$ cat config.mk
export PLATFORM = sky130hd
export DESIGN_NAME = rdpc_queue
export DESIGN_NICKNAME = d
export VERILOG_FILES = /design/src/rdpc_pkg.sv /design/src/rdpc_queue.sv
export SDC_FILE = /design/constraint.sdc
export NUM_CORES = 1
export LEC_CHECK = 0
export ABC_AREA = 1
export BUFFER_PORTS_ARGS = -buffer_cell sky130_fd_sc_hd__buf_2
export CORE_MARGIN = 5
export CORE_UTILIZATION = 50
export DETAILED_ROUTE_END_ITERATION = 6
export PLACE_DENSITY = 0.81
export SYNTH_ARGS = -nofsm -noshare
export SYNTH_HDL_FRONTEND = slang
export SYNTH_SLANG_ARGS = --single-unit
$ cat constraint.sdc
create_clock -name clk -period 8 [get_ports clk]
set_input_delay 0.4 -clock clk [delete_from_list [all_inputs] [get_ports clk]]
set_output_delay 0.4 -clock clk [all_outputs]
set_load 0.02 [all_outputs]
$ cat src/rdpc_pkg.sv
// Package for the radix digit pack codec: field widths, register indexes,
// item and configuration types, the reciprocal table and small helper functions.
// Depends on nothing; every other file of the block imports it.
package rdpc_pkg;

    localparam int DATA_WIDTH   = 32;
    localparam int MAX_LEVELS   = 8;
    localparam int RADIX_W      = 5;
    localparam int LEVELS_W     = 4;
    localparam int DIGIT_W      = 5;
    localparam int CFG_INDEX_W  = 2;
    localparam int CFG_DATA_W   = 5;
    localparam int LEVEL_W      = $clog2(MAX_LEVELS + 1);
    localparam int SHIFT_W      = $clog2((MAX_LEVELS - 1) * DIGIT_W + 1);
    localparam int QUEUE_DEPTH  = 4;
    localparam int QUEUE_PTR_W  = $clog2(QUEUE_DEPTH);

    localparam logic [RADIX_W-1:0]  RADIX_RESET  = RADIX_W'(2);
    localparam logic [LEVELS_W-1:0] LEVELS_RESET = LEVELS_W'(2);
    localparam logic [RADIX_W-1:0]  RADIX_MIN    = RADIX_W'(2);

    localparam logic [CFG_INDEX_W-1:0] CFG_RADIX  = CFG_INDEX_W'(0);
    localparam logic [CFG_INDEX_W-1:0] CFG_LEVELS = CFG_INDEX_W'(1);

    typedef enum logic {
        KIND_ENCODE = 1'b0,
        KIND_DECODE = 1'b1
    } kind_t;

    typedef struct packed {
        kind_t                 kind;
        logic                  en;
        logic [DATA_WIDTH-1:0] value;
    } item_t;

    typedef struct packed {
        logic [RADIX_W-1:0]    radix;
        logic [DATA_WIDTH-1:0] recip;
        logic [2:0]            width;
        logic [DIGIT_W-1:0]    field_mask;
        logic [LEVEL_W-1:0]    levels_used;
    } cfg_t;

    typedef struct packed {
        kind_t                 kind;
        logic                  en;
        logic [DATA_WIDTH-1:0] val;
        logic [DATA_WIDTH-1:0] acc;
        logic [DATA_WIDTH-1:0] weight;
    } pipe_t;

    localparam logic [2*DATA_WIDTH-1:0] RECIP_NUM = (2*DATA_WIDTH)'(1) << DATA_WIDTH;

    // Entry d, for d of two or more, holds floor(2^DATA_WIDTH / d); the first two entries hold zero.
    localparam logic [DATA_WIDTH-1:0] RECIP_TABLE [2**RADIX_W] = '{
        DATA_WIDTH'(0),             DATA_WIDTH'(0),
        DATA_WIDTH'(RECIP_NUM / 2), DATA_WIDTH'(RECIP_NUM / 3),
        DATA_WIDTH'(RECIP_NUM / 4), DATA_WIDTH'(RECIP_NUM / 5),
        DATA_WIDTH'(RECIP_NUM / 6), DATA_WIDTH'(RECIP_NUM / 7),
        DATA_WIDTH'(RECIP_NUM / 8), DATA_WIDTH'(RECIP_NUM / 9),
        DATA_WIDTH'(RECIP_NUM / 10), DATA_WIDTH'(RECIP_NUM / 11),
        DATA_WIDTH'(RECIP_NUM / 12), DATA_WIDTH'(RECIP_NUM / 13),
        DATA_WIDTH'(RECIP_NUM / 14), DATA_WIDTH'(RECIP_NUM / 15),
        DATA_WIDTH'(RECIP_NUM / 16), DATA_WIDTH'(RECIP_NUM / 17),
        DATA_WIDTH'(RECIP_NUM / 18), DATA_WIDTH'(RECIP_NUM / 19),
        DATA_WIDTH'(RECIP_NUM / 20), DATA_WIDTH'(RECIP_NUM / 21),
        DATA_WIDTH'(RECIP_NUM / 22), DATA_WIDTH'(RECIP_NUM / 23),
        DATA_WIDTH'(RECIP_NUM / 24), DATA_WIDTH'(RECIP_NUM / 25),
        DATA_WIDTH'(RECIP_NUM / 26), DATA_WIDTH'(RECIP_NUM / 27),
        DATA_WIDTH'(RECIP_NUM / 28), DATA_WIDTH'(RECIP_NUM / 29),
        DATA_WIDTH'(RECIP_NUM / 30), DATA_WIDTH'(RECIP_NUM / 31)
    };

    function automatic logic [2:0] digit_width(input logic [RADIX_W-1:0] k);
        logic [2:0] w;
        if (k <= RADIX_W'(1)) begin
            w = 3'd0;
        end else if (k <= RADIX_W'(2)) begin
            w = 3'd1;
        end else if (k <= RADIX_W'(4)) begin
            w = 3'd2;
        end else if (k <= RADIX_W'(8)) begin
            w = 3'd3;
        end else if (k <= RADIX_W'(16)) begin
            w = 3'd4;
        end else begin
            w = 3'd5;
        end
        return w;
    endfunction

    function automatic logic [DIGIT_W-1:0] digit_mask(input logic [2:0] w);
        return DIGIT_W'((1 << w) - 1);
    endfunction

endpackage

$ cat src/rdpc_queue.sv
// Short queue that parts the front of the codec from its digit pipeline.
// Depends on rdpc_pkg for the item type and the queue depth.
module rdpc_queue (
    input  logic            clk,
    input  logic            rst_n,
    input  logic            push,
    input  rdpc_pkg::item_t push_item,
    output logic            full,
    input  logic            pop,
    output rdpc_pkg::item_t pop_item,
    output logic            empty
);
    import rdpc_pkg::*;

    item_t                  entry_reg [QUEUE_DEPTH];
    logic [QUEUE_PTR_W-1:0] wr_ptr_reg;
    logic [QUEUE_PTR_W-1:0] rd_ptr_reg;
    logic [QUEUE_PTR_W:0]   count_reg;
    logic [QUEUE_PTR_W:0]   count_next;
    logic                   do_push;
    logic                   do_pop;

    assign full    = (count_reg == (QUEUE_PTR_W+1)'(QUEUE_DEPTH));
    assign empty   = (count_reg == '0);
    assign do_push = push && !full;
    assign do_pop  = pop && !empty;

    always_comb
    begin
        count_next = count_reg;
        if (do_push && !do_pop)
        begin
            count_next = count_reg + 1'b1;
        end
        else if (do_pop && !do_push)
        begin
            count_next = count_reg - 1'b1;
        end
    end

    always_ff @(posedge clk or negedge rst_n)
    begin
        if (!rst_n)
        begin
            wr_ptr_reg <= '0;
            rd_ptr_reg <= '0;
            count_reg  <= '0;
        end
        else
        begin
            count_reg <= count_next;
            if (do_push)
            begin
                wr_ptr_reg <= wr_ptr_reg + 1'b1;
            end
            if (do_pop)
            begin
                rd_ptr_reg <= rd_ptr_reg + 1'b1;
            end
        end
    end

    always_ff @(posedge clk)
    begin
        if (do_push)
        begin
            entry_reg[wr_ptr_reg] <= push_item;
        end
    end

    assign pop_item = entry_reg[rd_ptr_reg];

endmodule

==> results.cfg <==
[critical_path]
rr_startpoint = count_reg[0]$_DFFE_PN0P_
cp.arrival_ns = 2.51
criticalPathCategory = reg2out
worstRegToRegCells = 4
crit_path_start_kind = flip-flop
timing.critical_path.required_ns = 7.60
critical_path.endpoint_type = output port
rrSetupSlack_ns = 5.71
reg2reg_to = entry_reg[0][1]$_DFFE_PP_
critical_path.max_fanout = 92

[synthesis]
synth_top_cell_area_share_pct = 68.9
synth.area.top_cells = sky130_fd_sc_hd__edfxtp_1, sky130_fd_sc_hd__o211ai_1, sky130_fd_sc_hd__nand2_1
synth_top_cell_by_area = sky130_fd_sc_hd__edfxtp_1
synthesized_area_per_cell_um2 = 12.9
part_of_the_yosys_area_used_for_sequential_elements_pct = 71.9
mappedNetlistNets = 502
synth-seq-cells = 143
yosys.cell_types.count = 17
synth_warnings = 0
post_syn_instances = 458
synth.cell_area_um2 = 5920

[hold_path]
holdPathEnd = entry_reg[3][21]$_DFFE_PP_
holdPathStages = 1
launch_instance_of_the_worst_min_delay_path = push_item[21]
hold_class = in2reg

[clock_network]
numClockSinks = 143
post_cts_buffers = 0
numCtsBuffers = 17
tritoncts = built
clock_insertion_delay_worst_skew_ns = 0.40
htree_levels = 4
cts.clk_slew.worst_paths_ns = 0.06
cts_root_buf = sky130_fd_sc_hd__clkbuf_16
max-clock-path-buffers = 2

[placement]
finalWeightedCongestion = 0.706
detail_placement_hpwl_um = 6700
buffer_ports.inserted = 73

[run_status]
status = completed

[global_route]
met1_usage_pct = 19.8
grt_pass1_wl_um = 17700
met3_usage_pct = 4.88
grt_most_used_layer = met2
gr-total-overflow = 0
groute.usage.overall_pct = 16.0
grt_pass1_vias = 3690
grt_max_degree = 93
antenna_violations_before_repair = 1
grt_use_met2_pct = 27.3

[routing]
num_vias = 3514
ant_nets = 0
route.detailed.wl_per_inst_um = 16.0
drc_errors = 0
drt_pass1_iterations = 5
wirelength_um = 11000
drt_iter0_drc = 283
vias_per_cell = 5.11

[pwr]
power.static_leakage_nw = 2.87
cellPowerDensity_nw_per_um2 = 401
max-vdd-ir-drop_uv = 281

[sta]
timing.clock.skew_ns = 0.00693
setup_tns_ns = 0
hold_slack_ns = 0.210
finalCriticalPeriod_ns = 2.91
slew-limit-headroom_pct = 26.0
hold_violations = 0
timing_max_transition_violations_final = 0
setup_repair_after_global_routing_missed_its_margin = false
worst_pin_slew_ns = 1.11
setup_violations = 0
part_of_the_cycle_the_worst_path_needs_pct = 36.3
fmax_mhz = 344

[floorplanning]
die_height_um = 119
initial_utilization_pct = 51.4
pin_count = 74
dieArea_um2 = 14100
chipWidth_um = 119
rows = 39
core_area_um2 = 11500

[finish]
largest_reg_flops = 136
synthesis_to_finish_area_growth_pct = 16.5
num_antenna_cells = 0
num-nets-final = 575
layout-drive-gt1-share_pct = 20.8
nFillCells = 865

[flow_run]
cap_viol_max_count = 0
## cells in the mapped netlist
library cell	instances
sky130_fd_sc_hd__edfxtp_1	136
sky130_fd_sc_hd__nand2_1	119
sky130_fd_sc_hd__inv_1	84
sky130_fd_sc_hd__o211ai_1	68
sky130_fd_sc_hd__buf_6	10
sky130_fd_sc_hd__dfrtp_1	7
sky130_fd_sc_hd__nand3_1	7
sky130_fd_sc_hd__clkbuf_8	6
sky130_fd_sc_hd__ha_1	5
sky130_fd_sc_hd__nor2_1	4
sky130_fd_sc_hd__buf_2	3
sky130_fd_sc_hd__buf_4	3
sky130_fd_sc_hd__inv_2	2
sky130_fd_sc_hd__fa_1	1
sky130_fd_sc_hd__nand4_1	1
sky130_fd_sc_hd__o21ai_0	1
sky130_fd_sc_hd__xnor2_1	1
## metal layers
metal	vias to the layer above	routed length, um	share of wire [%]
met5	-	13	0.12
met4	2	116	1.1
met3	16	677	6.1
met2	110	5620	51
met1	1665	4600	42
li1	1721	-	-
## cells by family (layout without fill, tap and decap cells)
family	count (synthesis)	after routing	share of synthesized area (%)
simple gates	131	131	8.49
compound gates	69	69	8.70
flops	143	143	71.9
fa+ha+maj	6	6	1.39
xor+xnor	1	1	0.148
buf+inv	108	194	9.38
## where the power goes
group / internal (W) / switching, W / total (W)
registers: 0.000991 / 0.0000453 / 0.00104
clock network: 0.000494 / 0.000300 / 0.000794
logic: 0.000268 / 0.000671 / 0.000939
total: 0.00175 / 0.00102 / 0.00277
## cell type report
cell class	count	area [um2]	share of cell area (%)
Timing Repair Buffer	76	390	5.66
Clock inverter	15	184	2.66
Multi-Input combinational cell	207	1140	16.5
Clock buffer	17	425	6.16
Sequential cell	143	4260	61.7
Tap cell	143	179	2.59
Inverter	86	325	4.71
## worst max path at each step
stage,start,endpoint,slack (ns),depth (start not counted)
after floorplan,count_reg[0]$_DFFE_PN0P_,entry_reg[0][0]$_DFFE_PP_,5.41,4
after global placement,rd_ptr_reg[0]$_DFFE_PN0P_,pop_item[27],5.68,6
after detailed placement,rd_ptr_reg[0]$_DFFE_PN0P_,pop_item[22],5.53,6
after CTS,rd_ptr_reg[0]$_DFFE_PN0P_,pop_item[22],5.10,6
after global routing,rd_ptr_reg[0]$_DFFE_PN0P_,pop_item[27],4.92,6
final,rd_ptr_reg[0]$_DFFE_PN0P_,pop_item[22],5.09,6
## cell usage in the layout (no fill, tap or decap), drive strengths merged
| master | count |
|---|---|
| nand3 | 7 |
| o211ai | 68 |
| dlygate4sd3 | 1 |
| clkinvlp | 3 |
| dfrtp | 7 |
| buf | 75 |
| fa | 1 |
| edfxtp | 136 |
| nand2 | 119 |
| bufinv | 3 |
| nor2 | 4 |
| ha | 5 |
| clkbuf | 17 |
| nand4 | 1 |
| xnor2 | 1 |
| clkinv | 5 |
| inv | 90 |
| o21ai | 1 |
## worst max-delay path: stages, from the launching register on
cell	delay, ns
sky130_fd_sc_hd__dfrtp_1	0.42
sky130_fd_sc_hd__inv_4	0.34
sky130_fd_sc_hd__buf_4	0.72
sky130_fd_sc_hd__nand2_1	0.13
sky130_fd_sc_hd__o211ai_1	0.14
sky130_fd_sc_hd__nand2_1	0.10
sky130_fd_sc_hd__buf_2	0.17
## timing repair
action / 4_1_cts / 5_1_grt
hold buffers: 1 / 0
hold endpoints to repair: 7 / 0
gates resized for setup: 0 / 0
## metrics by stage
step / area, um2 / worst slack [ns] / power, W / utilization [%] / std cells
5_1_grt: 6900 / 4.92 / 0.00292 / 59.9 / 687
2_1_floorplan: 5920 / 5.41 / 0.00177 / - / 458
6_report: 6900 / 5.09 / 0.00277 / 59.9 / 687
3_5_place_dp: 6280 / 5.53 / 0.00200 / 54.6 / 654
4_1_cts: 6900 / 5.10 / 0.00279 / 59.9 / 687
3_3_place_gp: 6280 / 5.68 / 0.00196 / 54.6 / 654
No activity file was read; power rests on OpenSTA's default activity.
