File: src/rdpc_pkg.sv
// Package for the radix digit pack codec: field widths, register indexes,
// item and configuration types, the reciprocal table and small helper functions.
// Depends on nothing; every other file of the block imports it.
package rdpc_pkg;

    localparam int DATA_WIDTH   = 32;
    localparam int MAX_LEVELS   = 8;
    localparam int RADIX_W      = 5;
    localparam int LEVELS_W     = 4;
    localparam int DIGIT_W      = 5;
    localparam int CFG_INDEX_W  = 2;
    localparam int CFG_DATA_W   = 5;
    localparam int LEVEL_W      = $clog2(MAX_LEVELS + 1);
    localparam int SHIFT_W      = $clog2((MAX_LEVELS - 1) * DIGIT_W + 1);
    localparam int QUEUE_DEPTH  = 4;
    localparam int QUEUE_PTR_W  = $clog2(QUEUE_DEPTH);

    localparam logic [RADIX_W-1:0]  RADIX_RESET  = RADIX_W'(2);
    localparam logic [LEVELS_W-1:0] LEVELS_RESET = LEVELS_W'(2);
    localparam logic [RADIX_W-1:0]  RADIX_MIN    = RADIX_W'(2);

    localparam logic [CFG_INDEX_W-1:0] CFG_RADIX  = CFG_INDEX_W'(0);
    localparam logic [CFG_INDEX_W-1:0] CFG_LEVELS = CFG_INDEX_W'(1);

    typedef enum logic {
        KIND_ENCODE = 1'b0,
        KIND_DECODE = 1'b1
    } kind_t;

    typedef struct packed {
        kind_t                 kind;
        logic                  en;
        logic [DATA_WIDTH-1:0] value;
    } item_t;

    typedef struct packed {
        logic [RADIX_W-1:0]    radix;
        logic [DATA_WIDTH-1:0] recip;
        logic [2:0]            width;
        logic [DIGIT_W-1:0]    field_mask;
        logic [LEVEL_W-1:0]    levels_used;
    } cfg_t;

    typedef struct packed {
        kind_t                 kind;
        logic                  en;
        logic [DATA_WIDTH-1:0] val;
        logic [DATA_WIDTH-1:0] acc;
        logic [DATA_WIDTH-1:0] weight;
    } pipe_t;

    localparam logic [2*DATA_WIDTH-1:0] RECIP_NUM = (2*DATA_WIDTH)'(1) << DATA_WIDTH;

    // Entry d, for d of two or more, holds floor(2^DATA_WIDTH / d); the first two entries hold zero.
    localparam logic [DATA_WIDTH-1:0] RECIP_TABLE [2**RADIX_W] = '{
        DATA_WIDTH'(0),             DATA_WIDTH'(0),
        DATA_WIDTH'(RECIP_NUM / 2), DATA_WIDTH'(RECIP_NUM / 3),
        DATA_WIDTH'(RECIP_NUM / 4), DATA_WIDTH'(RECIP_NUM / 5),
        DATA_WIDTH'(RECIP_NUM / 6), DATA_WIDTH'(RECIP_NUM / 7),
        DATA_WIDTH'(RECIP_NUM / 8), DATA_WIDTH'(RECIP_NUM / 9),
        DATA_WIDTH'(RECIP_NUM / 10), DATA_WIDTH'(RECIP_NUM / 11),
        DATA_WIDTH'(RECIP_NUM / 12), DATA_WIDTH'(RECIP_NUM / 13),
        DATA_WIDTH'(RECIP_NUM / 14), DATA_WIDTH'(RECIP_NUM / 15),
        DATA_WIDTH'(RECIP_NUM / 16), DATA_WIDTH'(RECIP_NUM / 17),
        DATA_WIDTH'(RECIP_NUM / 18), DATA_WIDTH'(RECIP_NUM / 19),
        DATA_WIDTH'(RECIP_NUM / 20), DATA_WIDTH'(RECIP_NUM / 21),
        DATA_WIDTH'(RECIP_NUM / 22), DATA_WIDTH'(RECIP_NUM / 23),
        DATA_WIDTH'(RECIP_NUM / 24), DATA_WIDTH'(RECIP_NUM / 25),
        DATA_WIDTH'(RECIP_NUM / 26), DATA_WIDTH'(RECIP_NUM / 27),
        DATA_WIDTH'(RECIP_NUM / 28), DATA_WIDTH'(RECIP_NUM / 29),
        DATA_WIDTH'(RECIP_NUM / 30), DATA_WIDTH'(RECIP_NUM / 31)
    };

    function automatic logic [2:0] digit_width(input logic [RADIX_W-1:0] k);
        logic [2:0] w;
        if (k <= RADIX_W'(1)) begin
            w = 3'd0;
        end else if (k <= RADIX_W'(2)) begin
            w = 3'd1;
        end else if (k <= RADIX_W'(4)) begin
            w = 3'd2;
        end else if (k <= RADIX_W'(8)) begin
            w = 3'd3;
        end else if (k <= RADIX_W'(16)) begin
            w = 3'd4;
        end else begin
            w = 3'd5;
        end
        return w;
    endfunction

    function automatic logic [DIGIT_W-1:0] digit_mask(input logic [2:0] w);
        return DIGIT_W'((1 << w) - 1);
    endfunction

endpackage

File: src/rdpc_front.sv
// Front part of the codec: holds the configuration registers, accepts commands
// and classifies each item before it is pushed into the queue.
// Depends on rdpc_pkg.
module rdpc_front (
    input  logic                             clk,
    input  logic                             rst_n,
    input  logic                             start,
    output logic                             busy,
    input  logic                             kind,
    input  logic [rdpc_pkg::DATA_WIDTH-1:0]  value,
    input  logic                             cfg_valid,
    output logic                             cfg_ready,
    input  logic [rdpc_pkg::CFG_INDEX_W-1:0] cfg_index,
    input  logic [rdpc_pkg::CFG_DATA_W-1:0]  cfg_data,
    output logic                             push,
    output rdpc_pkg::item_t                  push_item,
    input  logic                             full,
    output rdpc_pkg::cfg_t                   cfg
);
    import rdpc_pkg::*;

    logic [RADIX_W-1:0]    radix_reg;
    logic [LEVELS_W-1:0]   levels_reg;
    logic [DATA_WIDTH-1:0] recip_reg;
    logic [2:0]            width_reg;
    logic [DIGIT_W-1:0]    mask_reg;
    logic                  item_valid_reg;
    logic                  item_valid_next;
    item_t                 item_reg;
    logic                  accept;
    logic                  cfg_write;
    logic [RADIX_W-1:0]    new_radix;

    assign cfg_ready = 1'b1;
    assign cfg_write = cfg_valid && cfg_ready;
    assign new_radix = cfg_data[RADIX_W-1:0];

    always_ff @(posedge clk or negedge rst_n)
    begin
        if (!rst_n)
        begin
            radix_reg  <= RADIX_RESET;
            levels_reg <= LEVELS_RESET;
            recip_reg  <= RECIP_TABLE[RADIX_RESET];
            width_reg  <= digit_width(RADIX_RESET);
            mask_reg   <= digit_mask(digit_width(RADIX_RESET));
        end
        else if (cfg_write)
        begin
            case (cfg_index)
                CFG_RADIX:
                begin
                    radix_reg <= new_radix;
                    recip_reg <= RECIP_TABLE[new_radix];
                    width_reg <= digit_width(new_radix);
                    mask_reg  <= digit_mask(digit_width(new_radix));
                end
                CFG_LEVELS:
                begin
                    levels_reg <= cfg_data[LEVELS_W-1:0];
                end
                default:
                begin
                end
            endcase
        end
    end

    always_comb
    begin
        cfg.radix      = radix_reg;
        cfg.recip      = recip_reg;
        cfg.width      = width_reg;
        cfg.field_mask = mask_reg;
        if (levels_reg > LEVELS_W'(MAX_LEVELS))
        begin
            cfg.levels_used = LEVEL_W'(MAX_LEVELS);
        end
        else
        begin
            cfg.levels_used = LEVEL_W'(levels_reg);
        end
    end

    assign busy   = item_valid_reg && full;
    assign accept = start && !busy;
    assign push   = item_valid_reg && !full;

    always_comb
    begin
        item_valid_next = item_valid_reg;
        if (accept)
        begin
            item_valid_next = 1'b1;
        end
        else if (push)
        begin
            item_valid_next = 1'b0;
        end
    end

    always_ff @(posedge clk or negedge rst_n)
    begin
        if (!rst_n)
        begin
            item_valid_reg <= 1'b0;
        end
        else
        begin
            item_valid_reg <= item_valid_next;
        end
    end

    always_ff @(posedge clk)
    begin
        if (accept)
        begin
            item_reg.kind  <= kind_t'(kind);
            item_reg.en    <= (radix_reg >= RADIX_MIN) && (levels_reg != '0);
            item_reg.value <= value;
        end
    end

    assign push_item = item_reg;

endmodule

File: config.mk
export PLATFORM = sky130hd
export DESIGN_NAME = rdpc_front
export DESIGN_NICKNAME = d
export VERILOG_FILES = /design/src/rdpc_pkg.sv /design/src/rdpc_front.sv
export SDC_FILE = /design/constraint.sdc
export NUM_CORES = 1
export LEC_CHECK = 0
export BUFFER_PORTS_ARGS = -buffer_cell sky130_fd_sc_hd__buf_2
export CORE_MARGIN = 3
export CORE_UTILIZATION = 52
export CTS_CLUSTER_DIAMETER = 200
export DETAILED_ROUTE_END_ITERATION = 8
export PLACE_DENSITY = 0.81
export SYNTH_ARGS = -nofsm -noshare
export SYNTH_HDL_FRONTEND = slang
export SYNTH_SLANG_ARGS = --single-unit
File: constraint.sdc
create_clock -name clk -period 3.1 [get_ports clk]
set_clock_uncertainty 0.15 [all_clocks]
set_input_delay 0.465 -clock clk [delete_from_list [all_inputs] [get_ports clk]]
set_output_delay 0.465 -clock clk [all_outputs]
set_load 0.005 [all_outputs]
==> impl_metrics.yaml, run 1 <==
status:
  status: "completed"
place:
  dpl_cell_area_um2: 4980
  gp_congestion: 0.943
  numPlacedInstances: 632
  post-place-ws_ns: 0.561
  dp.final_hpwl_mm: 8.79
  numPortBuffers: 129
timing:
  hold_ws_ns: 0.126
  maxSlewViolCount: 0
  finalCriticalPeriod_ns: 2.20
  setup_viol: 0
  fmax_mhz: 455
  hold_viol_final: 0
  setup_slack_ns: 0.904
  slew_headroom: 0.458
  period_share: 0.708
  rsz0062_at_grt: "no"
  tightestPinTransition_ns: 0.812
  tns_ns: 0
routing:
  num_vias: 3775
  drt-initial-drc-count: 327
  wl_per_cell_um: 18.6
  antenna_left: 0
  via_per_inst: 5.82
  routed_wl_mm: 12.1
  drc_errors: 0
  firstDrtPassIters: 7
clock_network:
  cts_tree: "yes"
  post_cts_buffers: 0
  cts_root_buf: "clkbuf_8"
  postCtsHoldBufs: 1
  cts_sinks: 84
  clkTransAtPathRegs_ns: 0.10
  cts_max_level: 3
  cts_resized: 0
  clock_path_buffers: 2
  clk_latency_ns: 0.36
  cts-buffers-inserted: 9
synthesis:
  yosysWarnings: 0
  synth_edf_count: 34
  seq_area_frac_synth: 0.532
  ys.flop_type: "dfrtp_1"
  synthArstFlopShare: 0.595
  syn_area_um2: 4290
  syn_nets: 482
  syn_area_per_cell_um2: 10.1
  synth-seq-cells: 84
  synth.distinct_cells: 56
  syn_inst: 424
final_layout:
  fin_area_um2: 5200
  fin_cells: 649
  num_antenna_cells: 0
  nets: 600
  areaGrowthSynthToFinish_pct: 21.3
  drive_gt1_frac: 0.329
  fin_util: 0.663
  nFillCells: 653
  largest_reg_flops: 34
worst_setup_path:
  crit_end: "recip_reg[15]$_DFFE_PN0P_"
  cp_slowest_cell: "or3_1"
  reg2reg_slack_ns: 1.56
  startpoint_type: "input pin"
  crit_family: "compound AO/OA/AOI/OAI gates"
  critPathMaxFanout: 12
  crit_required_ns: 3.19
  worstPathBufferInverterCount: 2
  r2r_cells: 3
  reg2reg_from: "item_valid_reg$_DFFE_PN0P_"
  cp.depth: 7
  max_stage_delay_ns: 0.45
  worstSetupPathType: "in2reg"
  r2r-end: "push_item[19]$_DFFE_PP_"
  crit_path_end_kind: "flop"
  crit_chain: "buf_2, inv_1, ha_1, or3_1, a31o_1, a222oi_1, o21ai_1"
  arrival_ns: 2.28
  cp-startpoint: "cfg_data[1]"
global_route:
  grt_start_max_net_pins: 51
  grt_use_total: 0.256
  grt_pass1_vias: 3654
  antenna_found_initial: 0
  grtUsageMet3: 0.0649
  grt_pass1_wl_mm: 19.3
  use_met1: 0.320
  grt_use_met2: 0.436
  overflow: 0
  busiest_layer: "met2"
power:
  power_mw: 2.73
  power_density_nw_per_um2: 524
  ir_worst_vdd_uv: 258
  cellLeakagePower_nw: 2.34
min_path:
  worstHoldPathType: "in2reg"
  holdPathStages: 1
floorplan:
  rows: 32
  die_h_um: 96.8
  die_w_um: 96.8
  core-area_um2: 7850
  start_util: 0.546
  ios: 131
  die_area_um2: 9370
job:
  drv_cap: 0
## cells in the mapped netlist, types with 6 or more instances
cell type	number	area (um2)
nand2_1	58	218
dfrtp_1	45	1130
edfxtp_1	34	1020
o21ai_0	32	160
nor2_1	28	105
a21oi_1	20	100
buf_2	20	100
a31oi_1	13	81.3
clkbuf_1	13	48.8
ha_1	13	163
nand2b_1	13	81.3
nand3_1	11	55.1
o21ai_1	11	55.1
a211oi_1	9	67.6
nor2b_1	9	56.3
inv_1	8	30.0
o31ai_1	6	45.0
## power by group
group | switching (mW) | total (mW) | leakage [nW] | internal [mW]
logic | 0.311 | 0.549 | 1.31 | 0.239
registers | 0.0703 | 1.37 | 0.926 | 1.30
clock network | 0.438 | 0.801 | 0.107 | 0.363
total | 0.819 | 2.73 | 2.34 | 1.91
## routing by layer
metal	routed length (um)	vias to the layer above
li1	-	1758
met1	4930	1782
met2	5890	212
met3	953	23
met4	301	0
met5	0	-
## cells in the final DEF, fill, tap and decap left out, types with 3 or more instances in the layout
| cell type | count |
|---|---|
| nand2_1 | 58 |
| a21oi_1 | 20 |
| ha_1 | 13 |
| buf_4 | 16 |
| o211ai_1 | 5 |
| mux2_2 | 3 |
| mux2i_1 | 5 |
| nor4b_1 | 3 |
| buf_2 | 129 |
| nand2b_1 | 13 |
| inv_1 | 8 |
| nand3_1 | 11 |
| o21ai_1 | 11 |
| o21a_1 | 4 |
| o21ai_0 | 32 |
| a211oi_1 | 9 |
| nor2_1 | 28 |
| nand3b_1 | 5 |
| dfstp_2 | 5 |
| clkbuf_8 | 9 |
| edfxtp_1 | 34 |
| inv_6 | 4 |
| o31ai_1 | 6 |
| and2_1 | 3 |
| dfrtp_1 | 45 |
| nor2b_1 | 8 |
| o2111ai_1 | 3 |
| nor3_1 | 5 |
| a31oi_1 | 13 |
## worst min path at each step
stage,startpoint,to,slack (ns)
final,value[12],push_item[12]$_DFFE_PP_,0.13
after global routing,value[6],push_item[6]$_DFFE_PP_,0.10
after CTS,value[6],push_item[6]$_DFFE_PP_,0.11
after detailed placement,mask_reg[0]$_DFFE_PN1P_,mask_reg[0]$_DFFE_PN1P_,0.30
after global placement,mask_reg[0]$_DFFE_PN1P_,mask_reg[0]$_DFFE_PN1P_,0.30
after floorplan,rst_n,item_valid_reg$_DFFE_PN0P_,0.02
## area by class of cell
class                           instances  area [um2]  share of cell area
Sequential cell                        84        2280               0.438
Multi-Input combinational cell        293        1780               0.343
Timing Repair Buffer                  146         776               0.149
Clock buffer                           10         149              0.0286
Tap cell                              102         128              0.0245
Clock inverter                          6        57.6              0.0111
Inverter                                8        30.0             0.00577
## cells by family (layout without fill, tap and decap cells)
group           Yosys count  in the layout  synth area share
other cells               1              1          0.000875
simple gates            148            148             0.169
flops                    84             84             0.532
buf+inv                  47            170            0.0531
mux                       9              9            0.0248
fa+ha+maj                13             13            0.0379
compound gates          121            121             0.181
xor+xnor                  1              1           0.00204
Power figures use the tool's default switching activity.
==> run 2: changes to the inputs <==
- clock period: 3.1 -> 2.3 ns (I/O delays scaled with it)
==> impl_metrics.yaml, run 2 (synthesis results as in run 1) <==
status:
  status: "completed"
timing:
  tightestPinTransition_ns: 0.574
  hold_ws_ns: 0.0107
  hold_viol_final: 0
  maxSlewViolCount: 0
  period_share: 0.799
  setup_viol: 0
  fmax_mhz: 544
  finalCriticalPeriod_ns: 1.84
  slew_headroom: 0.618
  rsz0062_at_grt: "no"
  tns_ns: 0
worst_setup_path:
  cp-startpoint: "cfg_data[0]"
  startpoint_type: "input pin"
  arrival_ns: 1.93
  critPathMaxFanout: 10
  cp_slowest_cell: "or3_1"
  crit_chain: "buf_2, inv_1, ha_1, or3_1, a31o_1, a222oi_1, o21ai_1"
  crit_required_ns: 2.39
  max_stage_delay_ns: 0.35
  worstSetupPathType: "in2reg"
  reg2reg_from: "item_valid_reg$_DFFE_PN0P_"
  crit_path_end_kind: "flop"
floorplan:
  die_h_um: 96.8
  core-area_um2: 7850
  rows: 32
  start_util: 0.546
  die_w_um: 96.8
  ios: 131
  die_area_um2: 9370
power:
  power_density_nw_per_um2: 670
  cellLeakagePower_nw: 2.45
  ir_worst_vdd_uv: 299
final_layout:
  nFillCells: 636
  nets: 623
  mostFrequentLayoutCell: "buf_2"
  drive_gt1_frac: 0.339
  num_antenna_cells: 0
  largest_reg_flops: 34
  fin_util: 0.688
  fin_cells: 672
  areaGrowthSynthToFinish_pct: 25.9
  final_cell_mix: "129 x buf_2, 58 x nand2_1, 45 x dfrtp_1"
global_route:
  overflow: 0
  grt_use_total: 0.259
  grt_pass1_vias: 3822
  grt_start_max_net_pins: 62
  antenna_found_initial: 0
  grt_pass1_wl_mm: 19.6
routing:
  drt-initial-drc-count: 293
  via_per_inst: 5.82
  routed_wl_mm: 12.3
  wl_met1_mm: 4.86
  wl_met3_um: 976
  firstDrtPassIters: 5
  drc_errors: 0
  antenna_left: 0
  num_vias: 3912
  wl_per_cell_um: 18.3
  topRoutingLayerUsed: "met4"
  wl_met2_mm: 6.06
clock_network:
  cts-buffers-inserted: 9
  clk_latency_ns: 0.35
  cts_sinks: 84
  cts_resized: 0
  clock_path_buffers: 2
  cts_max_level: 3
  clkTransAtPathRegs_ns: 0.09
  cts_root_buf: "clkbuf_8"
  cts_tree: "yes"
min_path:
  worstHoldPathType: "in2reg"
  worst_hold_startpoint: "value[9]"
place:
  numPlacedInstances: 647
  numPortBuffers: 129
  dp.final_hpwl_mm: 9.20
  gp_congestion: 0.937
job:
  drv_cap: 0
## run 2: repair_timing
item                                    CTS  global route
hold buffers                              1             8
endpoints found under the setup margin    0             0
buffers inserted                          0             0
endpoints found under the hold margin    20             8
## run 2: per-stage QoR
stage	area [um2]	power (mW)	worst slack [ns]
CTS	5320	3.62	0.480
finish	5400	3.62	0.463
floorplan	4290	2.26	0.00554
global placement	5120	2.63	0.140
global route	5400	3.81	0.368
detailed placement	5120	2.65	0.108
## run 2: where the power goes
| part | total (mW) | leakage (nW) | internal [mW] | switching, mW |
|---|---|---|---|---|
| clock network | 0.982 | 0.0949 | 0.417 | 0.565 |
| registers | 1.85 | 0.926 | 1.76 | 0.0965 |
| logic | 0.780 | 1.43 | 0.352 | 0.428 |
## run 2: final timing paths
path | endpoint | cells past startpoint | slack [ns]
worst max-delay path | recip_reg[15]$_DFFE_PN0P_ | 7 | 0.46
worst min-delay path | push_item[9]$_DFFE_PP_ | 1 | 0.01
worst max register to register | push_item[17]$_DFFE_PP_ | 3 | 0.76
worst min register to register | mask_reg[0]$_DFFE_PN1P_ | 2 | 0.31
max in group asynchronous | levels_reg[1]$_DFFE_PN1P_ | 3 | 1.01
min in group asynchronous | recip_reg[1]$_DFFE_PN0P_ | 2 | 0.35
## run 2: layer usage
metal,vias to the layer above,GRT usage
met5,-,0
met4,0,0.0896
met3,38,0.0656
met2,205,0.435
met1,1859,0.326
li1,1810,-
## run 2: critical path, delay by kind of cell
kind	cells	cell delay [ns]
fa+ha+maj	1	0.29
simple gates	1	0.35
compound gates	3	0.60
buf+inv	2	0.33
## run 2: area by class of cell
cell class              instances  area (um2)  share of cell area
inverters                       8        30.0             0.00556
multi-input cells             293        1780               0.330
well taps                     102         128              0.0236
clock inverters                 6        57.6              0.0107
clock buffers                  10         128              0.0236
flip-flops and latches         84        2280               0.422
repair buffers                169         993               0.184
